File: src/rtl/ofp_pkg.sv
// Package for the optical flow frame parser: frame byte constants and shared types.
// No dependencies.
`default_nettype none

package ofp_pkg;

    localparam logic [7:0] FRAME_HEADER = 8'hFE;
    localparam logic [7:0] FRAME_LENGTH = 8'h04;
    localparam logic [7:0] FRAME_FOOTER = 8'hAA;

    localparam logic [15:0] FLOW_SCALE_RESET = 16'd231;

    typedef struct packed {
        logic signed [31:0] flow_x;
        logic signed [31:0] flow_y;
        logic [7:0]         quality;
    } flow_result_t;

    // Status of the result register as seen by the parser
    typedef struct packed {
        logic full;
        logic stall;
    } out_status_t;

endpackage

`default_nettype wire

File: src/rtl/ofp_parser.sv
// Frame state machine, motion byte store, checksum and flow scaling.
// Depends on ofp_pkg.
`default_nettype none

module ofp_parser (
    input  wire logic                 clk,
    input  wire logic                 rst_n,
    input  wire logic                 rx_valid,
    input  wire logic [7:0]           rx_byte,
    input  wire logic [15:0]          flow_scale,
    input  wire ofp_pkg::out_status_t out_status,
    output logic                      rx_stall,
    output logic                      emit,
    output ofp_pkg::flow_result_t     result
);

    typedef enum logic [3:0] {
        ST_HUNT = 4'd0,
        ST_HDR  = 4'd1,
        ST_LEN  = 4'd2,
        ST_XL   = 4'd3,
        ST_XH   = 4'd4,
        ST_YL   = 4'd5,
        ST_YH   = 4'd6,
        ST_CKS  = 4'd7,
        ST_QUAL = 4'd8,
        ST_FOOT = 4'd9
    } state_t;

    state_t             state_reg, state_next;
    logic [7:0]         motion_reg [4];
    logic signed [31:0] held_x_reg, held_x_next;
    logic signed [31:0] held_y_reg, held_y_next;
    logic [7:0]         held_quality_reg, held_quality_next;

    logic               accept;
    logic [7:0]         checksum;
    logic signed [32:0] prod_x;
    logic signed [32:0] prod_y;

    // Only the footer byte can produce a result; hold it off while the result is stuck.
    assign rx_stall = (state_reg == ST_QUAL) && out_status.full && out_status.stall;
    assign accept   = rx_valid && !rx_stall;

    assign checksum = motion_reg[0] + motion_reg[1] + motion_reg[2] + motion_reg[3];
    assign prod_x   = $signed({motion_reg[1], motion_reg[0]}) * $signed({1'b0, flow_scale});
    assign prod_y   = $signed({motion_reg[3], motion_reg[2]}) * $signed({1'b0, flow_scale});

    always_comb
    begin
        state_next        = state_reg;
        held_x_next       = held_x_reg;
        held_y_next       = held_y_reg;
        held_quality_next = held_quality_reg;
        emit              = 1'b0;
        if (accept)
        begin
            unique case (state_reg)
                ST_HDR:  state_next = (rx_byte == ofp_pkg::FRAME_LENGTH) ? ST_LEN : ST_HUNT;
                ST_LEN:  state_next = ST_XL;
                ST_XL:   state_next = ST_XH;
                ST_XH:   state_next = ST_YL;
                ST_YL:   state_next = ST_YH;
                ST_YH:
                begin
                    if (rx_byte == checksum)
                    begin
                        held_x_next = prod_x[31:0];
                        held_y_next = prod_y[31:0];
                        state_next  = ST_CKS;
                    end
                    else
                    begin
                        state_next = ST_HUNT;
                    end
                end
                ST_CKS:
                begin
                    held_quality_next = rx_byte;
                    state_next        = ST_QUAL;
                end
                ST_QUAL:
                begin
                    if (rx_byte == ofp_pkg::FRAME_FOOTER)
                    begin
                        emit       = 1'b1;
                        state_next = ST_FOOT;
                    end
                    else
                    begin
                        state_next = ST_HUNT;
                    end
                end
                // hunt, footer and unused codes all look for a header
                default: state_next = (rx_byte == ofp_pkg::FRAME_HEADER) ? ST_HDR : ST_HUNT;
            endcase
        end
    end

    assign result.flow_x  = held_x_reg;
    assign result.flow_y  = held_y_reg;
    assign result.quality = held_quality_reg;

    always_ff @(posedge clk or negedge rst_n)
    begin
        if (!rst_n)
        begin
            state_reg        <= ST_HUNT;
            held_x_reg       <= '0;
            held_y_reg       <= '0;
            held_quality_reg <= '0;
        end
        else
        begin
            state_reg        <= state_next;
            held_x_reg       <= held_x_next;
            held_y_reg       <= held_y_next;
            held_quality_reg <= held_quality_next;
        end
    end

    // Motion bytes go to fixed slots by state; no reset needed.
    always_ff @(posedge clk)
    begin
        if (accept)
        begin
            case (state_reg)
                ST_LEN:  motion_reg[0] <= rx_byte;
                ST_XL:   motion_reg[1] <= rx_byte;
                ST_XH:   motion_reg[2] <= rx_byte;
                ST_YL:   motion_reg[3] <= rx_byte;
                default: ;
            endcase
        end
    end

endmodule

`default_nettype wire

File: src/rtl/ofp_out.sv
// Result register for the flow output channel.
// Depends on ofp_pkg.
`default_nettype none

module ofp_out (
    input  wire logic                  clk,
    input  wire logic                  rst_n,
    input  wire logic                  emit,
    input  wire ofp_pkg::flow_result_t result,
    input  wire logic                  flow_stall,
    output logic                       flow_valid,
    output ofp_pkg::flow_result_t      flow_data,
    output ofp_pkg::out_status_t       out_status
);

    logic                  valid_reg, valid_next;
    ofp_pkg::flow_result_t data_reg;

    assign valid_next = emit || (valid_reg && flow_stall);

    always_ff @(posedge clk or negedge rst_n)
    begin
        if (!rst_n)
        begin
            valid_reg <= 1'b0;
        end
        else
        begin
            valid_reg <= valid_next;
        end
    end

    always_ff @(posedge clk)
    begin
        if (emit)
        begin
            data_reg <= result;
        end
    end

    assign flow_valid       = valid_reg;
    assign flow_data        = data_reg;
    assign out_status.full  = valid_reg;
    assign out_status.stall = flow_stall;

endmodule

`default_nettype wire

File: src/rtl/optical_flow_frame_parser_top.sv
// Top level of the optical flow frame parser: config register, parser and result register.
// Depends on ofp_pkg, ofp_parser and ofp_out.
// Throughput: one received byte per cycle unless rx_stall holds the footer byte; a frame takes nine bytes.
// The result is registered: flow_valid rises in the cycle after the footer byte is accepted.
// A byte in the quality-to-footer position stalls only while a prior result is unread.
// Reset (rst_n low, async) returns to header hunt, clears held values, flow_scale = 231.
`default_nettype none

module optical_flow_frame_parser_top (
    input  wire logic               clk,
    input  wire logic               rst_n,
    input  wire logic               rx_valid,
    output logic                    rx_stall,
    input  wire logic [7:0]         rx_byte,
    output logic                    flow_valid,
    input  wire logic               flow_stall,
    output logic signed [31:0]      flow_x,
    output logic signed [31:0]      flow_y,
    output logic [7:0]              quality,
    input  wire logic               cfg_valid,
    output logic                    cfg_ready,
    input  wire logic [15:0]        cfg_data
);

    logic [15:0]           flow_scale_reg;
    logic                  emit;
    ofp_pkg::flow_result_t result;
    ofp_pkg::flow_result_t flow_data;
    ofp_pkg::out_status_t  out_status;

    assign cfg_ready = 1'b1;

    always_ff @(posedge clk or negedge rst_n)
    begin
        if (!rst_n)
        begin
            flow_scale_reg <= ofp_pkg::FLOW_SCALE_RESET;
        end
        else if (cfg_valid && cfg_ready)
        begin
            flow_scale_reg <= cfg_data;
        end
    end

    ofp_parser u_parser (
        .clk        (clk),
        .rst_n      (rst_n),
        .rx_valid   (rx_valid),
        .rx_byte    (rx_byte),
        .flow_scale (flow_scale_reg),
        .out_status (out_status),
        .rx_stall   (rx_stall),
        .emit       (emit),
        .result     (result)
    );

    ofp_out u_out (
        .clk        (clk),
        .rst_n      (rst_n),
        .emit       (emit),
        .result     (result),
        .flow_stall (flow_stall),
        .flow_valid (flow_valid),
        .flow_data  (flow_data),
        .out_status (out_status)
    );

    assign flow_x  = flow_data.flow_x;
    assign flow_y  = flow_data.flow_y;
    assign quality = flow_data.quality;

endmodule

`default_nettype wire

File: config.mk
export PLATFORM = sky130hd
export DESIGN_NAME = optical_flow_frame_parser_top
export DESIGN_NICKNAME = d
export VERILOG_FILES = /design/src/rtl/ofp_pkg.sv /design/src/rtl/ofp_parser.sv /design/src/rtl/ofp_out.sv /design/src/rtl/optical_flow_frame_parser_top.sv
export SDC_FILE = /design/constraint.sdc
export NUM_CORES = 1
export LEC_CHECK = 0
export BUFFER_PORTS_ARGS = -buffer_cell sky130_fd_sc_hd__buf_4
export CORE_MARGIN = 2
export CORE_UTILIZATION = 55
export CTS_CLUSTER_DIAMETER = 50
export CTS_CLUSTER_SIZE = 24
export DETAILED_ROUTE_END_ITERATION = 10
export GPL_TIMING_DRIVEN = 0
export PLACE_DENSITY = 0.85
export SLEW_MARGIN = 20
export SYNTH_ARGS = -nofsm -noshare
export SYNTH_HDL_FRONTEND = slang
export SYNTH_SLANG_ARGS = --single-unit
export TNS_END_PERCENT = 50
File: constraint.sdc
create_clock -name clk -period 5.8 [get_ports clk]
set_input_delay 0.29 -clock clk [delete_from_list [all_inputs] [get_ports clk]]
set_output_delay 0.29 -clock clk [all_outputs]
set_load 0.02 [all_outputs]
==> results.md <==
- Number of flip-flops in the largest register: 72
- Detailed Routing Iterations Pass 1: 7
- Largest net degree at the start of global routing: 94
- Layout cells sized above 1: 21.0%
- Via count: 18.7k
- Synth Area per Inst: 10.1 sq um
- Commonest register cell after synthesis: edfxtp_1
- Total core area: 44,000 sq um
- DRT iter0 DRCs: 1,889
- Max FO, Critical Path: 4
- Proportion of netlist area held by the largest area contributor: 32.9%
- Syn Nets: 3,094
- Worst Hold End: u_parser.motion_reg[2][3]$_DFFE_PP_
- Routed Antenna Nets: 0
- Reg2Reg Depth: 23
- Footprint of the multi-input gates: 17,700 sq um
- Number of synthesized flops with an enable pin: 104
- Ys async rst share: 47.2%
- Hold-critical path depth: 1
- Worst r2r dst: u_parser.held_y_reg[30]$_DFFE_PN0P_
- Die area: 46,100 sq um
- Final max-slew violation count: 0
- Syn Inst Count: 2,422
- Setup-failing EPs final: 29
- Crit path kind: flip-flop to flip-flop
- CP required: 6180 ps
- Area contributors post-synth: fa_1 (33%), edfxtp_1 (13%), ha_1 (12%)
- Period utilisation layout: 108%
- WP data arrival: 6620 ps
- Skew final: 19.3 ps
- Worst r2r src: flow_scale_reg[5]$_DFFE_PN1P_
- Num rows: 77
- Area leader, netlist: fa_1
- Worst skew pair latency: 520 ps
- Sequential area share after synthesis: 22.3%
- Setup WS pre-CTS: -1130 ps
- RSZ-0062 raised after global routing: yes
- Met3 usage: 7.53%
- Htree depth: 4
- CTS Buf Count: 17
- CTS tree: yes
- PortBufs: 101
- Synth Register Bits: 197
- Max Freq: 160 MHz
- Failing checks: setup timing
- Die W: 215 um
- Vias per inst: 5.66
- Worst Max-Slew Pin Slew: 952 ps
- Max cap viols: 0
- Clk slew on worst S/H paths: 90 ps
- DR DRC count: 0
- # fillers: 3,193
- Ports: 104
- Synth Area in Adders: 45.3%
- Routed WL: 71.2 mm
- Routability congestion estimate: 0.944
- Slew Limit Headroom: 36.5%
- Post-Synth Simple-Gate Area: 13.3%
- M2 GR Usage: 51.9%
- Most frequent cell after synthesis: inv_1
- WL/cell: 21.5 um
- Synth unique cells: 71
- Worst hold slack: 45.0 ps
- Area Growth Syn to Fin: 20.8%
- M1 GR Usage: 39.7%
- CTS sink cnt: 197
- Die Ht: 215 um
- Yosys warns: 0
- Cell Area, Synth: 24,400 sq um
- Final #Nets: 3,377
- Setup tns final: -7870 ps
- Max Buffers Root-to-Sink: 2
- Multiplexer area fraction after synthesis: 1.84%
- First-pass GRT wire length: 112 mm
- Grt ovf: 0
- Number of global-route vias before repair: 20.7k
- Sequential cell area: 5470 sq um
- Class of the worst hold path: input port to flip-flop
- Synth top cells by count: inv_1 (484), fa_1 (402), nand2_1 (334), ha_1 (241), and2_1 (226)
- Status: complete, but fails checks
- Final HPWL DP: 50.0 mm
- Period minus WS final: 6240 ps
- Synth Area in Compound Gates: 5.39%
- Hold path start: rx_byte[3]
- Initial Util: 55.5%
- Largest family of logic cells by synthesized area: adder cells
- CP Capture Type: flip-flop
- XOR/XNOR share of the synthesized area: 2.83%
- Top Usage Layer GRT: met2
- CP startpoint kind: flip-flop
- GR Util All Layers: 32.3%
- Initial antenna violation count: 1
- Final hold viol count: 0
- Clock root cell: clkbuf_16
- Flop-to-flop setup slack: -440 ps
- Setup ws final: -442 ps
-- final cells by class --
type | instances | area share [%]
multi-input combinational | 1639 | 60.1
sequential | 197 | 18.5
timing repair buffer | 266 | 7.42
inverter | 487 | 6.22
buffer | 97 | 3.21
tap | 592 | 2.51
clock buffer | 18 | 1.45
clock inverter | 14 | 0.555
antenna | 1 | 0.00847
-- worst max-delay path by stage --
stage | start | end | slack [ps] | depth (start not counted)
3_3_place_gp | flow_scale_reg[10]$_DFFE_PN0P_ | u_parser.held_y_reg[30]$_DFFE_PN0P_ | -1020 | 21
6_report | flow_scale_reg[5]$_DFFE_PN1P_ | u_parser.held_y_reg[30]$_DFFE_PN0P_ | -440 | 23
2_1_floorplan | u_parser.motion_reg[2][4]$_DFFE_PP_ | u_parser.held_y_reg[23]$_DFFE_PN0P_ | -10 | 22
4_1_cts | flow_scale_reg[5]$_DFFE_PN1P_ | u_parser.held_y_reg[30]$_DFFE_PN0P_ | -440 | 22
5_1_grt | flow_scale_reg[5]$_DFFE_PN1P_ | u_parser.held_y_reg[28]$_DFFE_PN0P_ | -580 | 24
3_5_place_dp | flow_scale_reg[10]$_DFFE_PN0P_ | u_parser.held_y_reg[30]$_DFFE_PN0P_ | -1130 | 21
-- logic make-up after synthesis --
| group | after synthesis |
|---|---|
| other | 1 |
| buffers and inverters | 586 |
| muxes | 40 |
| and+or+nand+nor | 668 |
| adders and majority gates | 643 |
| xor gates and xnor gates | 79 |
| AOI/OAI and AO/OA | 208 |
| DFF | 197 |
-- through the flow --
stage	instance area (sq um)	std cells	util, %
after floorplan	24500	2422	-
after global placement	26000	3115	59.0
after detailed placement	26000	3116	59.1
after CTS	29100	3284	66.0
after global routing	29500	3310	67.1
final	29500	3311	67.1
-- worst max-delay path: stages (launching register included) --
cell and delay [ps]:
dfstp_2 680, clkbuf_16 200, buf_12 90, and2_4 140, fa_1 420, inv_2 70, fa_1 440, fa_2 480
fa_1 520, inv_1 50, fa_1 480, inv_1 50, fa_1 490, inv_2 50, ha_4 300, and2_4 160
nor2b_4 160, o211ai_1 210, a21oi_4 280, a221o_1 240, a211oi_4 90, o311ai_2 260, xnor2_1 160, o21ai_1 70
-- per-layer routing --
| layer | part of all wire, % | wire length [um] |
|---|---|---|
| met1 | 37 | 26000 |
| met2 | 47 | 33400 |
| met3 | 9.6 | 6810 |
| met4 | 6.9 | 4920 |
| met5 | 0 | 0 |
-- layout by cell type, fill, tap and decap left out, types with 42 or more instances in the layout --
master,instances
inv_1,457
fa_1,385
nand2_1,324
buf_4,229
and2_1,222
ha_1,215
edfxtp_1,104
dfrtp_1,77
xnor2_1,46
o21ai_1,42
-- timing repair --
item | 4_1_cts | 5_1_grt
endpoints found under the setup margin | 37 | 35
gates resized for setup | 326 | 73
pin swaps | 88 | 80
hold buffers | 17 | 0
hold endpoints to repair | 103 | 0
setup buffers | 122 | 32
Power is not shown: default switching activity piles up to over one toggle a cycle in this logic, so the estimate is an artifact.
